--- src/rtl/core/pmfb_pkg.sv ---
package pmfb_pkg;

	// default panel geometry
	localparam int PANEL_WIDTH_DEF  = 128;
	localparam int PANEL_HEIGHT_DEF = 64;

	// pixels held in one store byte
	localparam int PIX_PER_BYTE = 8;

	// fill patterns
	localparam logic [7:0] FILL_ONES  = 8'hFF;
	localparam logic [7:0] FILL_ZEROS = 8'h00;

	// operation codes carried on the mode field
	typedef enum logic [2:0] {
		MODE_SET_PIXEL  = 3'd0,
		MODE_PAGE_WRITE = 3'd1,
		MODE_READ_PIXEL = 3'd2,
		MODE_FILL       = 3'd3,
		MODE_READ_BYTE  = 3'd4
	} mode_t;

	// controller to datapath
	typedef struct packed {
		logic take;        // capture item, read its byte
		logic mod_a;       // modify and write the first byte
		logic rd_b;        // read the spill byte on the next page
		logic mod_b;       // modify and write the spill byte
		logic sweep_en;    // write one byte of a whole-store sweep
		logic sweep_ones;  // sweep writes the fill value rather than zeros
		logic load_out;    // load the result register
	} ctrl_cmd_t;

	// datapath to controller
	typedef struct packed {
		logic in_fill;     // offered item is a fill
		logic spill;       // captured page write spills into the next page
		logic sweep_last;  // sweep is at the last byte
		logic out_free;    // result register can take a new result
	} dp_status_t;

	// index width for n entries, at least one bit
	function automatic int idx_width(input int n);
		idx_width = (n > 1) ? $clog2(n) : 1;
	endfunction

endpackage

--- src/rtl/core/pmfb_ctrl.sv ---
module pmfb_ctrl (
	input  logic                  clk,
	input  logic                  arst_n,
	input  logic                  in_valid,
	output logic                  in_ready,
	input  pmfb_pkg::dp_status_t  status,
	output pmfb_pkg::ctrl_cmd_t   cmd
);
	import pmfb_pkg::*;

	typedef enum logic [2:0] {
		ST_CLEAR,
		ST_IDLE,
		ST_MOD_A,
		ST_MOD_B,
		ST_FILL,
		ST_DONE
	} state_t;

	state_t state_q;

	always_ff @(posedge clk or negedge arst_n) begin
		if (!arst_n) begin
			state_q <= ST_CLEAR;
		end else begin
			unique case (state_q)
				ST_CLEAR: begin
					if (status.sweep_last) state_q <= ST_IDLE;
				end
				ST_IDLE: begin
					if (in_valid) state_q <= status.in_fill ? ST_FILL : ST_MOD_A;
				end
				ST_MOD_A: begin
					if (status.spill)        state_q <= ST_MOD_B;
					else if (status.out_free) state_q <= ST_IDLE;
					else                      state_q <= ST_DONE;
				end
				ST_MOD_B: begin
					state_q <= status.out_free ? ST_IDLE : ST_DONE;
				end
				ST_FILL: begin
					if (status.sweep_last) state_q <= status.out_free ? ST_IDLE : ST_DONE;
				end
				ST_DONE: begin
					if (status.out_free) state_q <= ST_IDLE;
				end
				default: state_q <= ST_IDLE;
			endcase
		end
	end

	assign in_ready = (state_q == ST_IDLE);

	always_comb begin
		cmd            = '0;
		cmd.take       = (state_q == ST_IDLE) && in_valid;
		cmd.mod_a      = (state_q == ST_MOD_A);
		cmd.rd_b       = (state_q == ST_MOD_A) && status.spill;
		cmd.mod_b      = (state_q == ST_MOD_B);
		cmd.sweep_en   = (state_q == ST_CLEAR) || (state_q == ST_FILL);
		cmd.sweep_ones = (state_q == ST_FILL);
		unique case (state_q)
			ST_MOD_A: cmd.load_out = !status.spill && status.out_free;
			ST_MOD_B: cmd.load_out = status.out_free;
			ST_FILL:  cmd.load_out = status.sweep_last && status.out_free;
			ST_DONE:  cmd.load_out = status.out_free;
			default:  cmd.load_out = 1'b0;
		endcase
	end

endmodule

--- config.mk ---
export PLATFORM = sky130hd
export DESIGN_NAME = pmfb_ctrl
export DESIGN_NICKNAME = d
export VERILOG_FILES = /design/src/rtl/core/pmfb_pkg.sv /design/src/rtl/core/pmfb_ctrl.sv
export SDC_FILE = /design/constraint.sdc
export NUM_CORES = 1
export LEC_CHECK = 0
export ABC_AREA = 1
export BUFFER_PORTS_ARGS = -buffer_cell sky130_fd_sc_hd__buf_2
export CAP_MARGIN = 20
export CORE_AREA = 3 3 40 42
export CTS_CLUSTER_SIZE = 14
export DETAILED_ROUTE_END_ITERATION = 8
export DIE_AREA = 0 0 43 45
export PLACE_DENSITY = 0.52
export SLEW_MARGIN = 20
export SYNTH_ARGS = -nofsm -noshare
export SYNTH_HDL_FRONTEND = slang
export SYNTH_SLANG_ARGS = --single-unit
--- constraint.sdc ---
create_clock -name clk -period 1.3 [get_ports clk]
set_clock_uncertainty 0.2 [all_clocks]
set_input_delay 0.26 -clock clk [delete_from_list [all_inputs] [get_ports clk]]
set_output_delay 0.26 -clock clk [all_outputs]
set_load 0.005 [all_outputs]
# Word level (Yosys, flattened, before mapping)
# Cells that the tools add are included.
op_classes:
  reduce_logical: 9
  muxes: 9
  eq_ne: 9
ops:
  columns: ["operator", "n"]
  rows:
  - ["two-way mux 3 bit", 7]
  - ["case mux 3 bit (6 select lines)", 1]
  - ["!= test 2 bit (second input constant)", 4]
  - ["== test 3 x 2 -> 1 bit (second input constant)", 2]
  - ["== test 3 bit (second input constant)", 2]
  - ["logical AND 1 bit", 4]
  - ["AND reduction 4 bit", 1]
  - ["== test 3 x 1 -> 1 bit (second input constant)", 1]
  - ["logical NOT 3 bit", 1]
  - ["case mux 1 bit (3 select lines)", 1]
  - ["OR reduction 2 bit", 1]
  - ["logical NOT 1 bit", 1]
  - ["logical OR 1 bit", 1]
totals:
  input_bits: 7
  out_inout_bits: 8
  regBits: 3
  elab_cells: 28

# Longest topological paths before layout
# Gate-level depths: netlist (run 1).
logic_depth:
  word_depth: 3
  ltp_mapped: 7
  ltp_nobuf: 7

# Worst setup path after synthesis (run 1)
# OpenSTA, ideal clock, no wires.
synth_timing:
  path_type: "register -> output"
  start: "reg state_q[2]"
  end: "out cmd[0] (netlist bit)"
  slack_ps: -97
  path_stages_with_launch: 7
  arrival_time_ps: 937
  path_buffers: 1
  cell_sequence: "dfrtp_1 > buf_6 > nor3_2 > nand2_1 > nand3_1 > nand2_1 > inv_1"
synth_rtl:
  columns: ["element", "line", "rtl"]
  rows:
  - ["from (decl)", "pmfb_ctrl.sv:20", "state_t state_q;"]
  - ["from (signal assigned)", "pmfb_ctrl.sv:31", "if (in_valid) state_q <= status.in_fill ? ST_FILL : ST_MOD_A;"]
  - ["from (signal assigned)", "pmfb_ctrl.sv:39", "state_q <= status.out_free ? ST_IDLE : ST_DONE;"]
  - ["from (signal assigned)", "pmfb_ctrl.sv:42", "if (status.sweep_last) state_q <= status.out_free ? ST_IDLE : ST_DONE;"]
  - ["to (decl)", "pmfb_ctrl.sv:7", "output pmfb_pkg::ctrl_cmd_t cmd"]

==> results of run 1 <==
## synth_stat cells (all sizes together)
| cell type | n | area (um2) |
|---|---|---|
| nand2 | 14 | 55.1 |
| inv | 10 | 37.5 |
| nor2 | 8 | 37.5 |
| nand3 | 4 | 25.0 |
| dfrtp | 3 | 75.1 |
| nand4 | 2 | 12.5 |
| nor3 | 2 | 15.0 |
| o21ai | 2 | 10.0 |
| a21oi | 1 | 8.76 |
| buf | 1 | 11.3 |
| nand3b | 1 | 20.0 |
## cells by family after synthesis
group	Yosys count	share of synthesized area, %
AO/OA/AOI/OAI	3	6.10
buffers and inverters	11	15.9
flip-flops	3	24.4
AND/OR/NAND/NOR	31	53.7
## area by class of cell
| type | count | area [um2] |
|---|---|---|
| fill | 139 | 681 |
| multi-input combinational | 34 | 220 |
| timing repair buffer | 30 | 220 |
| sequential | 3 | 78.8 |
| inverter | 10 | 40.0 |
| clock buffer | 4 | 26.3 |
| tap | 15 | 18.8 |
## worst max-delay path by stage
stage | startpoint | to | slack [ps] | depth (start not counted)
final | state_q[1] | cmd[0] | -400 | 7
after floorplan | state_q[1] | cmd[0] | -80 | 7
after global routing | state_q[1] | cmd[0] | -510 | 7
after global placement | state_q[2] | cmd[0] | -190 | 7
after CTS | state_q[1] | cmd[0] | -420 | 8
after detailed placement | state_q[2] | cmd[0] | -180 | 7
## timing repair
item	4_1_cts	5_1_grt
setup endpoints to repair	10	11
setup buffers	5	4
hold buffers	1	0
pin swaps	2	6
gates resized for setup	10	9
hold endpoints to repair	3	0
## routing by layer
layer | vias to the layer above | track usage [%] | wire length (um)
li1 | 217 | - | -
met5 | - | 0 | 0
met2 | 11 | 20.4 | 497
met1 | 181 | 12.4 | 366
met4 | 0 | 9.04 | 17
met3 | 2 | 2.39 | 47
## report_power, final
group | leakage [nW] | internal (mW) | switching [mW]
sequential | 0.0332 | 0.144 | 0.0730
combinational | 0.298 | 0.515 | 0.437
clock | 0.0150 | 0.115 | 0.0493
## through the flow
step	power [mW]	util [%]	area [um2]
3_5_place_dp	0.906	34.9	448
3_3_place_gp	0.908	34.9	448
5_1_grt	1.46	47.0	604
6_report	1.33	47.0	604
2_1_floorplan	0.629	-	318
4_1_cts	1.27	42.9	552
## tightest hold or removal path: cells and delay by family
kind | cells | cell delay, ps
AND/OR/NAND/NOR | 1 | 70
buffers and inverters | 2 | 120
AO/OA/AOI/OAI | 1 | 50
==> flow_metrics.env, run 1 <==
export IMPL_fmax_mhz=588
export IMPL_arrival_ps=1240
export IMPL_violations="negative setup slack"
export IMPL_status="finished, violations left"
export IMPL_relSlewSlack_pct=88.2
export IMPL_r2r_slack_ps=-170
export IMPL_cellLeakagePower_nw=0.346
export IMPL_floorplan_core_area_mm2=0.00128
export IMPL_period_minus_slack_ps=1700
export IMPL_die_area_mm2=0.00194
export IMPL_place_congestion=0.757
export IMPL_timing_hold_ws_ps=99.9
export IMPL_clk_pin_slew_ps=30
export IMPL_r2r_end="state_q[2]"
export IMPL_crit_type="reg2out"
export IMPL_cp_start_kind="flop"
export IMPL_tns_ps=-2920
export IMPL_cts_buffers=3
export IMPL_min_path_cells=4
export IMPL_syn_num_nets=55
export IMPL_start_util_pct=24.0
export IMPL_setup_slack_ps=-400
export IMPL_drv_slew=0
export IMPL_syn2layout_area_growth_pct=96.3
export IMPL_min_to="state_q[1]"
export IMPL_dp_slack_ps=-184
export IMPL_largest_register_ffs=3
export IMPL_die_x_um=43
export IMPL_path_cells="buf_4, nor2_2, o21ai_1, nand3_1, nand2_1, inv_1, buf_2"
export IMPL_fin_crit_sh_pct=131
export IMPL_ios=15
export IMPL_critical_path_n_buffers_inverters=3
export IMPL_final_cell_mix="buf_2 (12), nand2_1 (11), buf_4 (11), inv_1 (6), buf_6 (6)"
export IMPL_finalHoldViolCount=0
export IMPL_slowest_delay_ps=430
export IMPL_cts_tree="built"
export IMPL_rr_worst_depth=8
export IMPL_grt_max_degree=6
export IMPL_grt_usage_pct=11.7
export IMPL_min_delay_path_class="in2reg"
export IMPL_ys_warn_count=0
export IMPL_worstSkewPairLatency_ps=230
export IMPL_drt_wl_total_um=928
export IMPL_vias=411
export IMPL_drt_iter0_drc=5
export IMPL_clk_path_buf_depth=2
export IMPL_vias_per_cell=4.28
export IMPL_grt_setup_unrepaired="true"
export IMPL_ys_types=16
export IMPL_cp_max_fo=5
export IMPL_tightest_slew_ps=177
export IMPL_grt_pass1_vias=410
export IMPL_synthCells=48
export IMPL_crit_path_end_kind="primary output"
export IMPL_htree_levels=1
export IMPL_first_pass_iters=4
export IMPL_dp_hpwl_um=665
export IMPL_crit_family="flip-flops"
export IMPL_setup_viol=11
export IMPL_place_inst=83
export IMPL_synth_area_um2=308
export IMPL_reg_largest_list="state_q: 3 flops"
export IMPL_grt_overflow=0
export IMPL_r2r_start="state_q[0]"
export IMPL_final_cell_count_no_fill=96
export IMPL_crit_slowest_cell="dfrtp_2"
export IMPL_drive_gt1_share_pct=64.2
export IMPL_num_rows=13
export IMPL_vdd_drop_max_mv=1.12
export IMPL_powerDensity_mw_per_mm2=2210
export IMPL_cts_root_buf="clkbuf_4"
export IMPL_ys_seq_elements=3
export IMPL_grt_antenna_before_repair=0
export IMPL_hold_path_startpoint="status[3]"
export IMPL_io_buffers=14
export IMPL_drtAntennaViolNets=0
export IMPL_nNetsFinal=89
export IMPL_top_register="state_q"
export IMPL_maxCapViolCount=0
export IMPL_yosysSeqAreaShare_pct=24.4
export IMPL_cp_required_ps=840
export IMPL_final_common_cell="buf_2"
export IMPL_syn_avg_cell_area_um2=6.41
export IMPL_wl_per_cell_um=9.67
export IMPL_dieHeight_um=45
export IMPL_antenna_cells=0
export IMPL_grt_pass1_wl_um=1600
export IMPL_clkSinkCount=3
export IMPL_drc=0
Power figures use the tool's default switching activity.
==> run 2: changes to the inputs <==
CTS_BUF_LIST = sky130_fd_sc_hd__clkbuf_4   (was not set)
SLEW_MARGIN = 10   (was 20)
==> flow_metrics.env, run 2 (synthesis gave the netlist of run 1 again) <==
export IMPL_reg_largest_list="state_q: 3 flops"
export IMPL_clkSinkCount=3
export IMPL_crit_family="flip-flops"
export IMPL_drive_gt1_share_pct=65.4
export IMPL_cp_max_fo=5
export IMPL_vdd_drop_max_mv=1.02
export IMPL_drt_iter0_drc=4
export IMPL_dp_hpwl_um=665
export IMPL_startpoint="state_q[1]"
export IMPL_p_comb_share_pct=69.8
export IMPL_fmax_mhz=587
export IMPL_place_congestion=0.757
export IMPL_cts_root_buf="clkbuf_4"
export IMPL_grt_setup_unrepaired="true"
export IMPL_crit_path_end_kind="primary output"
export IMPL_grt_max_degree=6
export IMPL_vias=411
export IMPL_nNetsFinal=89
export IMPL_num_rows=13
export IMPL_status="finished, violations left"
export IMPL_syn2layout_area_growth_pct=95.9
export IMPL_violations="negative setup slack"
export IMPL_largest_register_ffs=3
export IMPL_final_common_cell="buf_2"
export IMPL_cts_tree="built"
export IMPL_floorplan_core_area_mm2=0.00128
export IMPL_cp_required_ps=840
export IMPL_p_seq_share_pct=16.2
export IMPL_final_cell_mix="buf_2 (12), nand2_1 (11), buf_4 (11), inv_1 (6), buf_6 (6)"
export IMPL_setup_slack_ps=-402
export IMPL_cp_start_kind="flop"
export IMPL_crit_type="reg2out"
export IMPL_arrival_ps=1240
export IMPL_maxCapViolCount=0
export IMPL_grt_pass1_vias=407
export IMPL_htree_levels=1
export IMPL_period_minus_slack_ps=1700
export IMPL_tightest_slew_ps=177
export IMPL_clk_pin_slew_ps=30
export IMPL_setup_viol=11
export IMPL_top_register="state_q"
export IMPL_ios=15
export IMPL_slowest_delay_ps=430
export IMPL_start_util_pct=24.0
export IMPL_critical_path_n_buffers_inverters=3
export IMPL_relSlewSlack_pct=88.2
export IMPL_dp_slack_ps=-184
export IMPL_drv_slew=0
export IMPL_r2r_start="state_q[0]"
export IMPL_antenna_cells=0
export IMPL_p_sw_mw=0.553
export IMPL_drtAntennaViolNets=0
export IMPL_finalPower_mw=1.34
export IMPL_timing_hold_ws_ps=97.2
export IMPL_p_int_mw=0.792
export IMPL_p_clk_share_pct=14.0
export IMPL_hold_path_startpoint="status[3]"
export IMPL_grt_overflow=0
export IMPL_cellLeakagePower_nw=0.349
export IMPL_dieHeight_um=45
export IMPL_drt_wl_total_um=935
export IMPL_clk_path_buf_depth=2
export IMPL_vias_per_cell=4.28
export IMPL_first_pass_iters=4
export IMPL_min_delay_path_class="in2reg"
export IMPL_swShare_pct=41.1
export IMPL_finalHoldViolCount=0
export IMPL_path_cells="buf_4, nor2_2, o21ai_1, nand3_1, nand2_1, inv_1, buf_2"
export IMPL_crit_slowest_cell="dfrtp_2"
export IMPL_drc=0
export IMPL_wl_per_cell_um=9.74
export IMPL_die_x_um=43
export IMPL_io_buffers=14
export IMPL_fin_crit_sh_pct=131
export IMPL_cts_buffers=3
export IMPL_grt_antenna_before_repair=0
export IMPL_grt_pass1_wl_um=1610
export IMPL_powerDensity_mw_per_mm2=2230
export IMPL_worstSkewPairLatency_ps=240
export IMPL_num_fill_cells=140
export IMPL_grt_usage_pct=11.8
export IMPL_die_area_mm2=0.00194
[run 2: cell type report]
class	instances	area (um2)	share of cell area (%)
Timing Repair Buffer	30	220	36.5
Tap cell	15	18.8	3.11
Inverter	10	40.0	6.64
Sequential cell	3	78.8	13.1
Clock buffer	4	30.0	4.98
Multi-Input combinational cell	34	215	35.7
[run 2: final timing paths]
kind                                    to  slack (ps)  depth (start not counted)
max in group asynchronous       state_q[0]         640                          2
min in group asynchronous       state_q[2]         140                          2
worst max register to register  state_q[2]        -150                          8
worst max-delay path                cmd[0]        -400                          7
worst min-delay path            state_q[1]         100                          4
worst min register to register  state_q[0]         550                          3
[run 2: power by group through the flow]
stage          Clock (mW)  Sequential, mW  Combinational (mW)
2_1_floorplan           0           0.186               0.443
3_3_place_gp            0           0.205               0.704
3_5_place_dp            0           0.205               0.701
4_1_cts             0.197           0.212               0.883
5_1_grt             0.210           0.227                1.04
6_report            0.189           0.217               0.939
[run 2: routing by layer]
metal	global-route usage, %	vias to the layer above	routed length (um)
met1	12.7	181	368
met3	2.39	2	42
li1	-	217	-
met4	9.04	0	17
met5	0	-	0
met2	20.4	11	506
[run 2: repair_timing]
action	CTS	global route
resized for setup	10	8
hold buffers	1	0
buffers inserted	5	4
endpoints found under the setup margin	10	11
pin swaps	2	6
hold endpoints to repair	3	0
[run 2: per-stage QoR]
stage	area [um2]	std cells	utilization [%]	setup TNS, ps
after floorplan	318	48	-	-77.0
after global placement	448	83	34.9	-581
after detailed placement	448	83	34.9	-610
after CTS	556	93	43.2	-2920
after global routing	603	96	46.9	-3590
final	603	96	46.9	-2860
[run 2: worst register-to-register path: cells and delay by family, from the launching register on]
kind	cells	cell delay, ps
buffers and inverters	3	330
DFF	1	440
and+or+nand+nor	5	430
==> run 3: changes to the inputs <==
REMOVE_ABC_BUFFERS = 1   (was not set)
==> flow_metrics.env, run 3 (synthesis gave the netlist of run 1 again) <==
export IMPL_status="finished, violations left"
export IMPL_violations="negative setup slack"
export IMPL_nNetsFinal=87
export IMPL_drtAntennaViolNets=0
export IMPL_cp_start_kind="flop"
export IMPL_final_common_cell="buf_2"
export IMPL_io_buffers=14
export IMPL_cellLeakagePower_nw=0.339
export IMPL_finalHoldViolCount=0
export IMPL_powerDensity_mw_per_mm2=2290
export IMPL_vias_per_cell=4.20
export IMPL_antenna_cells=0
export IMPL_grt_setup_unrepaired="true"
export IMPL_setup_slack_ps=-405
export IMPL_clk_path_buf_depth=2
export IMPL_vias=395
export IMPL_dieHeight_um=45
export IMPL_crit_family="flip-flops"
export IMPL_path_cells="inv_4, nand2_2, nor2_2, nand2_1, nand3_1, nand2_1, inv_1, buf_2"
export IMPL_maxCapViolCount=0
export IMPL_final_cell_mix="buf_2 (14), buf_4 (12), nand2_1 (10), inv_1 (6), clkbuf_4 (4)"
export IMPL_dp_slack_ps=-178
export IMPL_htree_levels=1
export IMPL_cpMostUsedCell="nand2_1"
export IMPL_critical_path_n_buffers_inverters=3
export IMPL_cp_max_fo=5
export IMPL_crit_type="reg2out"
export IMPL_drt_iter0_drc=2
export IMPL_tightest_slew_ps=186
export IMPL_relSlewSlack_pct=87.4
export IMPL_drt_wl_total_um=847
export IMPL_hold_path_startpoint="status[3]"
export IMPL_arrival_ps=1240
export IMPL_cts_buffers=3
export IMPL_slowest_delay_ps=450
export IMPL_cts_root_buf="clkbuf_4"
export IMPL_drive_gt1_share_pct=65.8
export IMPL_grt_antenna_before_repair=0
export IMPL_grt_pass1_vias=362
export IMPL_worstSkewPairLatency_ps=240
export IMPL_place_congestion=0.736
export IMPL_r2r_end="state_q[2]"
export IMPL_vdd_drop_max_mv=1.29
export IMPL_crit_slowest_cell="dfrtp_2"
export IMPL_clkSinkCount=3
export IMPL_crit_path_end="cmd[0]"
export IMPL_cp_num_cells=8
export IMPL_largest_register_ffs=3
export IMPL_drc=0
export IMPL_first_pass_iters=2
export IMPL_crit_path_end_kind="primary output"
export IMPL_period_minus_slack_ps=1700
export IMPL_reg_largest_list="state_q: 3 flops"
export IMPL_drv_slew=0
export IMPL_fin_crit_sh_pct=131
export IMPL_grt_pass1_wl_um=1380
export IMPL_min_delay_path_class="in2reg"
export IMPL_start_util_pct=24.0
export IMPL_top_register="state_q"
export IMPL_dp_hpwl_um=604
export IMPL_setup_viol=11
export IMPL_startpoint="state_q[1]"
export IMPL_floorplan_core_area_mm2=0.00128
export IMPL_rr_worst_depth=9
export IMPL_ios=15
export IMPL_grt_usage_pct=9.51
export IMPL_grt_max_degree=6
export IMPL_finalPower_mw=1.34
export IMPL_r2r_start="state_q[1]"
export IMPL_cts_tree="built"
export IMPL_grt_overflow=0
export IMPL_clk_pin_slew_ps=40
export IMPL_fmax_mhz=587
export IMPL_syn2layout_area_growth_pct=90.2
export IMPL_wl_per_cell_um=9.01
export IMPL_num_rows=13
export IMPL_postLayoutCoreUtil_pct=45.6
export IMPL_die_area_mm2=0.00194
export IMPL_num_fill_cells=144
export IMPL_cp_required_ps=840
export IMPL_die_x_um=43
export IMPL_r2r_slack_ps=-120
## run 3: cell count changes in the layout (fill, tap and decap cells not counted)
| cell | previous run | this run |
|---|---|---|
| inv_4 | 1 | 2 |
| nor2_4 | 1 | 2 |
| nor3_4 | 1 | 2 |
| nand2_1 | 11 | 10 |
| nor2_2 | 4 | 3 |
| nand2_4 | 1 | 2 |
| buf_4 | 11 | 12 |
| buf_6 | 6 | 1 |
| buf_2 | 12 | 14 |
| inv_2 | 3 | 2 |
| nor3_2 | 1 | 0 |
## run 3: layout make-up
type | count | area, um2 | share of cell area (%)
Clock buffer | 4 | 30.0 | 5.13
Inverter | 10 | 42.5 | 7.26
Timing Repair Buffer | 28 | 181 | 31.0
Multi-Input combinational cell | 34 | 234 | 40.0
Sequential cell | 3 | 78.8 | 13.5
Tap cell | 15 | 18.8 | 3.21
## run 3: routing by layer
layer	vias up	track usage [%]	wire (um)
met4	0	1.81	0
met5	-	0	0
met3	0	4.78	60
li1	210	-	-
met1	173	11.6	372
met2	12	15.3	414
## run 3: worst min-delay path by stage
| stage | to | slack, ps | cells past startpoint |
|---|---|---|---|
| floorplan | state_q[0] | -240 | 0 |
| global placement | state_q[0] | -140 | 1 |
| detailed placement | state_q[0] | -140 | 1 |
| CTS | state_q[1] | 100 | 4 |
| global route | state_q[1] | 120 | 4 |
| finish | state_q[1] | 100 | 4 |
## run 3: worst reg2reg max path, stage by stage, from the launching register on
cell and delay, ps:
dfrtp_2 430, inv_4 60, buf_4 140, nand2_4 80
nor2_4 40, buf_4 120, nand2_1 60, nand3_1 80
nand2_1 60, nand2_1 50
## run 3: repair_timing
item,CTS,global route
cloned,0,0
setup endpoints to repair,11,11
endpoints found under the hold margin,3,0
gates resized for setup,8,13
pin swaps,1,5
setup buffers,1,2
hold buffers,1,0
## run 3: power by group
part,switching (mW),internal (mW)
Clock,0.0510,0.136
Sequential,0.0876,0.144
Combinational,0.446,0.478
Total,0.584,0.759
## run 3: metrics by stage
| step | setup TNS, ps | cells | hold WS (ps) | area (um2) |
|---|---|---|---|---|
| floorplan | -126 | 47 | -236 | 297 |
| global placement | -585 | 86 | -144 | 460 |
| detailed placement | -617 | 86 | -142 | 460 |
| CTS | -2560 | 92 | 99.8 | 533 |
| global route | -3300 | 94 | 121 | 586 |
| finish | -2660 | 94 | 98.4 | 586 |
